File: src/rtl/stable_sorted_priority_queue_defines.svh
// ----------------------------------------------------------------------------
// Stable sorted priority queue assertion macros
// Concurrent assertion wrappers, empty under synthesis.
// ----------------------------------------------------------------------------
`ifndef STABLE_SORTED_PRIORITY_QUEUE_DEFINES_SVH
`define STABLE_SORTED_PRIORITY_QUEUE_DEFINES_SVH

`ifndef SYNTHESIS
`define SSPQ_ASSERT(lbl, prop, msg) \
    lbl: assert property (@(posedge clk) disable iff (!rst_n) prop) else $error(msg);
`define SSPQ_ASSERT_ALWAYS(lbl, prop, msg) \
    lbl: assert property (@(posedge clk) prop) else $error(msg);
`else
`define SSPQ_ASSERT(lbl, prop, msg)
`define SSPQ_ASSERT_ALWAYS(lbl, prop, msg)
`endif

`endif

File: src/rtl/sspq_pkg.sv
// ----------------------------------------------------------------------------
// Stable sorted priority queue package
// Shared widths, codes, controller state and command/status types.
// ----------------------------------------------------------------------------
package sspq_pkg;

    localparam int VALUE_W           = 32;
    localparam int PRIO_IN_W         = 8;
    localparam int STATUS_W          = 2;
    localparam int DEF_CAPACITY      = 16;
    localparam int DEF_PRIORITY_BITS = 8;

    localparam logic OP_INSERT = 1'b0;
    localparam logic OP_REMOVE = 1'b1;

    localparam logic [STATUS_W-1:0] STAT_OK    = 2'd0;
    localparam logic [STATUS_W-1:0] STAT_EMPTY = 2'd1;
    localparam logic [STATUS_W-1:0] STAT_FULL  = 2'd2;

    typedef enum logic {
        S_IDLE,
        S_EXEC
    } state_t;

    typedef struct packed {
        logic capture;
        logic execute;
        logic retire;
    } dp_cmd_t;

    typedef struct packed {
        logic res_valid;
    } dp_stat_t;

endpackage

File: src/rtl/sspq_in_if.sv
// ----------------------------------------------------------------------------
// Stable sorted priority queue request channel
// Valid/ready channel carrying one insert or remove request per beat.
// ----------------------------------------------------------------------------
interface sspq_in_if;
    import sspq_pkg::*;

    logic                 valid;
    logic                 ready;
    logic                 op;
    logic [VALUE_W-1:0]   value;
    logic [PRIO_IN_W-1:0] priority_req;

    modport source (output valid, output op, output value, output priority_req,
                    input ready);
    modport sink   (input valid, input op, input value, input priority_req,
                    output ready);
endinterface

File: src/rtl/sspq_out_if.sv
// ----------------------------------------------------------------------------
// Stable sorted priority queue response channel
// Valid/ready channel carrying one result per beat.
// ----------------------------------------------------------------------------
interface sspq_out_if #(
    parameter int OCC_W = 5
);
    import sspq_pkg::*;

    logic                       valid;
    logic                       ready;
    logic signed [VALUE_W-1:0]  out_value;
    logic [STATUS_W-1:0]        status;
    logic [OCC_W-1:0]           occupancy;

    modport source (output valid, output out_value, output status, output occupancy,
                    input ready);
    modport sink   (input valid, input out_value, input status, input occupancy,
                     output ready);
endinterface

File: src/rtl/sspq_ctrl.sv
// ----------------------------------------------------------------------------
// Stable sorted priority queue controller
// Sequences capture and execute of one request and frees the result slot.
// ----------------------------------------------------------------------------
module sspq_ctrl (
    input  logic              clk,
    input  logic              rst_n,
    input  logic              in_valid,
    output logic              in_ready,
    input  logic              out_ready,
    input  sspq_pkg::dp_stat_t stat,
    output sspq_pkg::dp_cmd_t  cmd
);
    import sspq_pkg::*;

    state_t state_reg;
    state_t state_next;

    always_ff @(posedge clk or negedge rst_n)
    begin
        if (!rst_n)
        begin
            state_reg <= S_IDLE;
        end
        else
        begin
            state_reg <= state_next;
        end
    end

    always_comb
    begin
        state_next  = state_reg;
        in_ready    = 1'b0;
        cmd.capture = 1'b0;
        cmd.execute = 1'b0;
        cmd.retire  = stat.res_valid && out_ready;
        case (state_reg)
            S_IDLE:
            begin
                in_ready    = !stat.res_valid || out_ready;
                cmd.capture = in_valid && in_ready;
                if (cmd.capture)
                begin
                    state_next = S_EXEC;
                end
            end
            S_EXEC:
            begin
                cmd.execute = 1'b1;
                state_next  = S_IDLE;
            end
            default:
            begin
                state_next = S_IDLE;
            end
        endcase
    end

endmodule

File: src/rtl/sspq_datapath.sv
// ----------------------------------------------------------------------------
// Stable sorted priority queue datapath
// Row of compare-and-shift cells, entry count, request and result registers.
// ----------------------------------------------------------------------------
module sspq_datapath #(
    parameter int CAPACITY      = 16,
    parameter int PRIORITY_BITS = 8,
    parameter int CNT_W         = 5
) (
    input  logic                                  clk,
    input  logic                                  rst_n,
    input  sspq_pkg::dp_cmd_t                     cmd,
    output sspq_pkg::dp_stat_t                    stat,
    input  logic                                  op,
    input  logic [sspq_pkg::VALUE_W-1:0]          value,
    input  logic [sspq_pkg::PRIO_IN_W-1:0]        priority_req,
    output logic signed [sspq_pkg::VALUE_W-1:0]   out_value,
    output logic [sspq_pkg::STATUS_W-1:0]         status,
    output logic [CNT_W-1:0]                      occupancy
);
    import sspq_pkg::*;

    logic [PRIO_IN_W+PRIORITY_BITS-1:0] prio_ext;

    logic                     in_op_reg;
    logic [VALUE_W-1:0]       in_value_reg;
    logic [PRIORITY_BITS-1:0] in_prio_reg;

    logic [VALUE_W-1:0]       val_reg  [CAPACITY];
    logic [VALUE_W-1:0]       val_next [CAPACITY];
    logic [PRIORITY_BITS-1:0] pri_reg  [CAPACITY];
    logic [PRIORITY_BITS-1:0] pri_next [CAPACITY];
    logic [CAPACITY-1:0]      ge;

    logic [CNT_W-1:0]    count_reg;
    logic [CNT_W-1:0]    count_next;
    logic                full;
    logic                empty;
    logic                do_insert;
    logic                do_remove;

    logic [VALUE_W-1:0]  res_value_reg;
    logic [VALUE_W-1:0]  res_value_next;
    logic [STATUS_W-1:0] res_status_reg;
    logic [STATUS_W-1:0] res_status_next;
    logic [CNT_W-1:0]    res_occ_reg;
    logic                res_valid_reg;
    logic                res_valid_next;

    assign prio_ext = {{PRIORITY_BITS{1'b0}}, priority_req};

    always_ff @(posedge clk)
    begin
        if (cmd.capture)
        begin
            in_op_reg    <= op;
            in_value_reg <= value;
            in_prio_reg  <= prio_ext[PRIORITY_BITS-1:0];
        end
    end

    assign full      = (count_reg == CNT_W'(CAPACITY));
    assign empty     = (count_reg == '0);
    assign do_insert = cmd.execute && (in_op_reg == OP_INSERT) && !full;
    assign do_remove = cmd.execute && (in_op_reg == OP_REMOVE) && !empty;

    always_comb
    begin
        for (int i = 0; i < CAPACITY; i++)
        begin
            ge[i] = (CNT_W'(i) < count_reg) && (pri_reg[i] >= in_prio_reg);
        end
    end

    // cell i keeps, loads the new entry, or takes a neighbor
    for (genvar i = 0; i < CAPACITY; i++)
    begin : g_cell
        logic open_here;
        logic [VALUE_W-1:0]       up_val;
        logic [PRIORITY_BITS-1:0] up_pri;
        logic [VALUE_W-1:0]       dn_val;
        logic [PRIORITY_BITS-1:0] dn_pri;

        if (i == 0)
        begin : g_head
            assign open_here = 1'b1;
            assign up_val    = in_value_reg;
            assign up_pri    = in_prio_reg;
        end
        else
        begin : g_body
            assign open_here = ge[i-1];
            assign up_val    = val_reg[i-1];
            assign up_pri    = pri_reg[i-1];
        end

        if (i == CAPACITY - 1)
        begin : g_tail
            assign dn_val = val_reg[i];
            assign dn_pri = pri_reg[i];
        end
        else
        begin : g_inner
            assign dn_val = val_reg[i+1];
            assign dn_pri = pri_reg[i+1];
        end

        always_comb
        begin
            val_next[i] = val_reg[i];
            pri_next[i] = pri_reg[i];
            if (do_insert && !ge[i])
            begin
                if (open_here)
                begin
                    val_next[i] = in_value_reg;
                    pri_next[i] = in_prio_reg;
                end
                else
                begin
                    val_next[i] = up_val;
                    pri_next[i] = up_pri;
                end
            end
            else if (do_remove)
            begin
                val_next[i] = dn_val;
                pri_next[i] = dn_pri;
            end
        end

        always_ff @(posedge clk)
        begin
            val_reg[i] <= val_next[i];
            pri_reg[i] <= pri_next[i];
        end
    end

    always_comb
    begin
        count_next      = count_reg;
        res_value_next  = '0;
        res_status_next = STAT_OK;
        if (in_op_reg == OP_INSERT)
        begin
            if (full)
            begin
                res_status_next = STAT_FULL;
            end
            else
            begin
                count_next = count_reg + CNT_W'(1);
            end
        end
        else
        begin
            if (empty)
            begin
                res_value_next  = '1;
                res_status_next = STAT_EMPTY;
            end
            else
            begin
                res_value_next = val_reg[0];
                count_next     = count_reg - CNT_W'(1);
            end
        end
    end

    always_comb
    begin
        res_valid_next = res_valid_reg;
        if (cmd.execute)
        begin
            res_valid_next = 1'b1;
        end
        else if (cmd.retire)
        begin
            res_valid_next = 1'b0;
        end
    end

    always_ff @(posedge clk or negedge rst_n)
    begin
        if (!rst_n)
        begin
            count_reg     <= '0;
            res_valid_reg <= 1'b0;
        end
        else
        begin
            res_valid_reg <= res_valid_next;
            if (cmd.execute)
            begin
                count_reg <= count_next;
            end
        end
    end

    always_ff @(posedge clk)
    begin
        if (cmd.execute)
        begin
            res_value_reg  <= res_value_next;
            res_status_reg <= res_status_next;
            res_occ_reg    <= count_next;
        end
    end

    assign stat.res_valid = res_valid_reg;
    assign out_value      = res_value_reg;
    assign status         = res_status_reg;
    assign occupancy      = res_occ_reg;

endmodule

File: src/rtl/stable_sorted_priority_queue.sv
// ----------------------------------------------------------------------------
// Stable sorted priority queue
// Sorted store of (value, priority) entries with insert and remove requests.
// ----------------------------------------------------------------------------
// Each request beat is first captured into the request registers; then, in the
// execute state, every cell of the sorted row compares its priority with the
// new one and shifts in parallel. The next request is taken only once the
// output register is free, at the earliest in the same cycle that the previous
// result beat is taken, so no request is taken while one executes, and a
// stalled result holds off the request channel. Larger priority numbers come
// out first; equal priorities leave in arrival order. Remove on empty returns
// -1 with an empty status, insert on full is dropped with a full status.
`include "stable_sorted_priority_queue_defines.svh"

module stable_sorted_priority_queue #(
    parameter int CAPACITY      = sspq_pkg::DEF_CAPACITY,
    parameter int PRIORITY_BITS = sspq_pkg::DEF_PRIORITY_BITS,
    parameter int OCC_W         = $clog2(CAPACITY + 1)
) (
    input  logic       clk,
    input  logic       rst_n,
    sspq_in_if.sink    req,
    sspq_out_if.source rsp
);
    import sspq_pkg::*;

    dp_cmd_t  cmd;
    dp_stat_t stat;

    sspq_ctrl u_ctrl (
        .clk       (clk),
        .rst_n     (rst_n),
        .in_valid  (req.valid),
        .in_ready  (req.ready),
        .out_ready (rsp.ready),
        .stat      (stat),
        .cmd       (cmd)
    );

    sspq_datapath #(
        .CAPACITY      (CAPACITY),
        .PRIORITY_BITS (PRIORITY_BITS),
        .CNT_W         (OCC_W)
    ) u_datapath (
        .clk          (clk),
        .rst_n        (rst_n),
        .cmd          (cmd),
        .stat         (stat),
        .op           (req.op),
        .value        (req.value),
        .priority_req (req.priority_req),
        .out_value    (rsp.out_value),
        .status       (rsp.status),
        .occupancy    (rsp.occupancy)
    );

    assign rsp.valid = stat.res_valid;

    `SSPQ_ASSERT(a_busy_after_accept, req.valid && req.ready |=> !req.ready, "ready after accept")
    `SSPQ_ASSERT(a_full_occ, rsp.valid && rsp.status == STAT_FULL |-> rsp.occupancy == OCC_W'(CAPACITY), "full status with room")
    `SSPQ_ASSERT(a_empty_res, rsp.valid && rsp.status == STAT_EMPTY |-> rsp.occupancy == '0 && rsp.out_value == -32'sd1, "bad empty result")
    `SSPQ_ASSERT(a_exec_slot, cmd.execute |-> !stat.res_valid || $past(rsp.ready), "result overwritten")

endmodule
File: src/flat_wrapper.sv
// flat-port wrapper written by rule: the top's interface ports become plain ports
module stable_sorted_priority_queue_flat import sspq_pkg::*;
#(
    parameter int CAPACITY      = sspq_pkg::DEF_CAPACITY,
    parameter int PRIORITY_BITS = sspq_pkg::DEF_PRIORITY_BITS,
    parameter int OCC_W         = $clog2(CAPACITY + 1)
)
  (clk, rst_n, req_valid, req_op, req_value, req_priority_req, req_ready, rsp_valid, rsp_out_value, rsp_status, rsp_occupancy, rsp_ready);
  sspq_in_if req_i ();
  sspq_out_if #(.OCC_W(OCC_W)) rsp_i ();
  input  logic clk;
  input  logic rst_n;
  input wire logic [$bits(req_i.valid)-1:0] req_valid;
  input wire logic [$bits(req_i.op)-1:0] req_op;
  input wire logic [$bits(req_i.value)-1:0] req_value;
  input wire logic [$bits(req_i.priority_req)-1:0] req_priority_req;
  output wire logic [$bits(req_i.ready)-1:0] req_ready;
  output wire logic [$bits(rsp_i.valid)-1:0] rsp_valid;
  output wire logic [$bits(rsp_i.out_value)-1:0] rsp_out_value;
  output wire logic [$bits(rsp_i.status)-1:0] rsp_status;
  output wire logic [$bits(rsp_i.occupancy)-1:0] rsp_occupancy;
  input wire logic [$bits(rsp_i.ready)-1:0] rsp_ready;
  assign req_i.valid = req_valid;
  assign req_i.op = req_op;
  assign req_i.value = req_value;
  assign req_i.priority_req = req_priority_req;
  assign req_ready = req_i.ready;
  assign rsp_valid = rsp_i.valid;
  assign rsp_out_value = rsp_i.out_value;
  assign rsp_status = rsp_i.status;
  assign rsp_occupancy = rsp_i.occupancy;
  assign rsp_i.ready = rsp_ready;
  stable_sorted_priority_queue #(.CAPACITY(CAPACITY), .PRIORITY_BITS(PRIORITY_BITS), .OCC_W(OCC_W)) u_core (.clk(clk), .rst_n(rst_n), .req(req_i), .rsp(rsp_i));
endmodule
File: config.mk
export PLATFORM = sky130hd
export DESIGN_NAME = stable_sorted_priority_queue_flat
export DESIGN_NICKNAME = d
export VERILOG_FILES = /design/src/rtl/sspq_pkg.sv /design/src/rtl/sspq_in_if.sv /design/src/rtl/sspq_out_if.sv /design/src/rtl/sspq_ctrl.sv /design/src/rtl/sspq_datapath.sv /design/src/rtl/stable_sorted_priority_queue.sv /design/src/flat_wrapper.sv
export VERILOG_INCLUDE_DIRS = /design/src /design/src/rtl
export SDC_FILE = /design/constraint.sdc
export NUM_CORES = 2
export LEC_CHECK = 0
export ABC_AREA = 1
export BUFFER_PORTS_ARGS = -buffer_cell sky130_fd_sc_hd__buf_2
export CAP_MARGIN = 40
export CORE_MARGIN = 2
export CORE_UTILIZATION = 44
export CTS_CLUSTER_SIZE = 20
export DETAILED_ROUTE_END_ITERATION = 12
export PLACE_DENSITY = 0.56
export SLEW_MARGIN = 20
export SYNTH_ARGS = -nofsm -noshare
export SYNTH_HDL_FRONTEND = slang
export SYNTH_SLANG_ARGS = --single-unit
File: constraint.sdc
create_clock -name clk -period 8.1 [get_ports clk]
set_input_delay 0.405 -clock clk [delete_from_list [all_inputs] [get_ports clk]]
set_output_delay 0.405 -clock clk [all_outputs]
set_load 0.02 [all_outputs]
==> impl_results.md <==
- Status: finished clean
- Final GP Congestion: ~1
- Clock Path Buffers: 3
- Internal: 9150 uW
- Io pins: 86
- Post-synth ARST share: 0.00963
- Post-place setup slack: ~3.4 ns
- Syn-to-layout area delta: 12.2%
- Layout cells sized above 1: 0.0726
- Post-synthesis instance total: approximately 5,300
- Total congestion overflow: 0
- VDD IR-drop max: 218 uV
- Total power: between 15,000 and 20,000 uW
- DRT antenna net count: 0
- WL final: 172,000 um
- Chip Width: 311 um
- Via count: 37,700
- Worst-skew pair later-pin latency: 0.68 ns
- Total negative slack: 0 ns
- Multi-input logic area: 0.0177 mm^2
- Sequential share of the synthesized area: 0.526
- Initial core utilization: 0.444
- Die H: roughly 310 um
- Dpl cell area: 0.0432 mm^2
- Htree depth: 3
- Total track usage: 0.347
- Hold WC Path Type: primary input to register
- Final max-slew violation count: 0
- Pwr Density: around 340 mW/mm^2
- Flops & latches, synth: just over 700
- Most common cell in the netlist: nand2_1
- Crit Path Category: register to register
- Synth Cell Area: 0.0414 mm^2
- P_leak: 0.0223 uW
- Sw Ratio: 0.420
- F_max: about 210 MHz
- Post-route cell area: between 0.04 and 0.05 mm^2
- Pre-antenna DRT Iters: 6
- Post-synth EDFFs: 720
- CP Max Fanout: 42
- RSZ-0062 raised after global routing: no
- Yosys warnings: 0
- Synth Flop Type: edfxtp_1
- Synth top cells by count: 3,192 x nand2_1, 720 x edfxtp_1, 567 x nand3_1, 206 x clkbuf_1, 132 x ha_1
- WL/cell: 25.8 um
- TritonCTS buffer count: 85
- Post-Syn Nets: 5,513
- Core ar.: slightly above 0.09 mm^2
- # fillers: 9,398
- Period utilisation layout: 0.595
- Kind of end point of the critical path: register
- Top cells by area, synth: edfxtp_1 52%, nand2_1 29%, nand3_1 6.8%
- Initial antenna violation count: 5
- Top cell type's share of synthesized area: 0.522
- Fin worst setup slack: about 3.3 ns
- Nets: 5,506
- Startpoint Class: register
- Rel. slew slack: 0.407
- Endpoints failing hold: 0
- Clk sinks: between 700 and 800
- Worst Path Required: 8.51 ns
- Max cap viols: 0
- Initial DRC count: 4,934
- Pin count of the biggest net entering global routing: 81
- Root buf cell: clkbuf_16
- Worst slew pin tran: 0.888 ns
- Setup-failing EPs final: 0
- Vias/cell: between 5 and 6
- Seq pwr share: 0.384
- Die area: slightly below 0.1 mm^2
- CTS tree: built
- Synth unique cells: 26
- Port bufs: between 80 and 90
- Worst hold margin: between 0.03 and 0.04 ns
- Largest register FFs: 512
- Arrival @ worst endpoint: 5.23 ns
- Register area: 0.0218 mm^2
- Vias in the first global route: about 35,000
- Cell taking the most area after synthesis: edfxtp_1
- Clock share of power: 0.253
- First-pass GRT wire length: 243,000 um
- Combinational fraction of design power: 0.364
- Skew final: 0.0237 ns
- CTS clk-pin slew, worst paths: ~0.060 ns
- Post-CTS Setup Inserts: 0
- Final HPWL DP: around 120,000 um
- Placement row count: roughly 110
- Net Sw Power: ~6600 uW
- DRC: 0
- Min cycle time layout: 4.82 ns
- Syn_area_per_cell: 7.76 um^2
[area by class of cell]
type	instances	share of cell area
Antenna cell	2	0.000108
Timing Repair Buffer	253	0.0445
Clock buffer	103	0.0481
Tap cell	1254	0.0338
Sequential cell	727	0.469
Clock inverter	56	0.0120
Inverter	149	0.0120
Multi-Input combinational cell	4113	0.381
[worst max-delay path, cell delays in order, from the launching register on]
cell and delay, ns:
edfxtp_1 0.89, inv_1 0.46, buf_4 0.33, ha_1 0.31, a21oi_1 0.07, o21a_1 0.16
nand2_1 0.06, buf_4 0.42, nand2_1 0.09, buf_4 0.31, nand2_1 0.12, buf_4 0.44
nand2_2 0.51, buf_16 0.35
[layout by cell type, fill, tap and decap left out, types with 2 or more instances in the layout]
cell           count
bufinv_16         11
inv_1            128
clkinv_1          21
nand2_1         3181
clkbuf_1          16
clkinvlp_4         3
xnor2_1            2
nor2_1            53
a21oi_1           33
buf_12             9
a21oi_4            2
clkinv_2          15
buf_2             86
inv_2             21
o21ai_1           21
o21a_1            15
inv_6              5
diode_2            2
nor2_4             2
nand3_1          566
dfrtp_1            6
clkbuf_16         87
edfxtp_1         720
ha_1             132
o21ai_2            4
xor2_1             3
dlygate4sd3_1     40
buf_4            108
o21ai_0           67
buf_16             8
nand4_1            2
nand2_2           25
[final timing paths]
check	to	slack [ns]	startpoint	cells past startpoint
worst max-delay path	u_core.u_datapath.val_reg[0][32]$_DFFE_PP_	3.28	u_core.u_datapath.g_cell[0].up_pri[5]$_DFFE_PP_	13
worst min-delay path	u_core.u_datapath.g_cell[0].up_pri[7]$_DFFE_PP_	0.04	req_priority_req[7]	1
worst max register to register	u_core.u_datapath.val_reg[0][32]$_DFFE_PP_	3.28	u_core.u_datapath.g_cell[0].up_pri[5]$_DFFE_PP_	13
worst min register to register	u_core.u_datapath.val_reg[1][202]$_DFFE_PP_	0.52	u_core.u_datapath.val_reg[1][234]$_DFFE_PP_	2
max in group asynchronous	u_core.u_ctrl.state_reg$_DFF_PN0_	7.66	rst_n	2
min in group asynchronous	u_core.u_ctrl.state_reg$_DFF_PN0_	0.18	rst_n	2
[timing repair]
item	4_1_cts	5_1_grt
hold buffers	40	0
endpoints found under the hold margin	46	0
gates resized for setup	0	0
[metrics by stage]
stage | util | cells
floorplan | - | 5336
global placement | 0.459 | 6436
detailed placement | 0.463 | 6452
CTS | 0.497 | 6651
global route | 0.498 | 6655
finish | 0.498 | 6657
[layer usage]
| metal | vias up | routed length (um) | track usage | share of wire |
|---|---|---|---|---|
| met1 | 18000 | 67800 | 0.460 | 0.39 |
| met4 | 2 | 11000 | 0.185 | 0.064 |
| met2 | 2071 | 75400 | 0.532 | 0.44 |
| li1 | 17200 | - | - | - |
| met3 | 438 | 17700 | 0.0747 | 0.10 |
| met5 | - | 12 | 0 | 0.000070 |
[kinds of logic (layout without fill, tap and decap cells)]
kind of cell / after synthesis / in the layout / share of synthesized area
AND/OR/NAND/NOR: 3831 / 3831 / 0.365
adder cells (fa/ha/maj): 132 / 132 / 0.0399
buffers and inverters: 496 / 561 / 0.0490
XOR/XNOR: 5 / 5 / 0.00106
flip-flops: 727 / 727 / 0.526
AO/OA/AOI/OAI: 145 / 145 / 0.0186
other: 0 / 2 / 0
[power groups by stage]
stage | Combinational, uW | Clock [uW] | Sequential [uW]
2_1_floorplan | 3730 | 0 | 5710
3_3_place_gp | 5460 | 0 | 6100
3_5_place_dp | 5600 | 0 | 6070
4_1_cts | 5630 | 4020 | 6010
5_1_grt | 6310 | 4140 | 6060
6_report | 5740 | 3990 | 6050
Note: power is estimated with default switching activity, not from simulation.
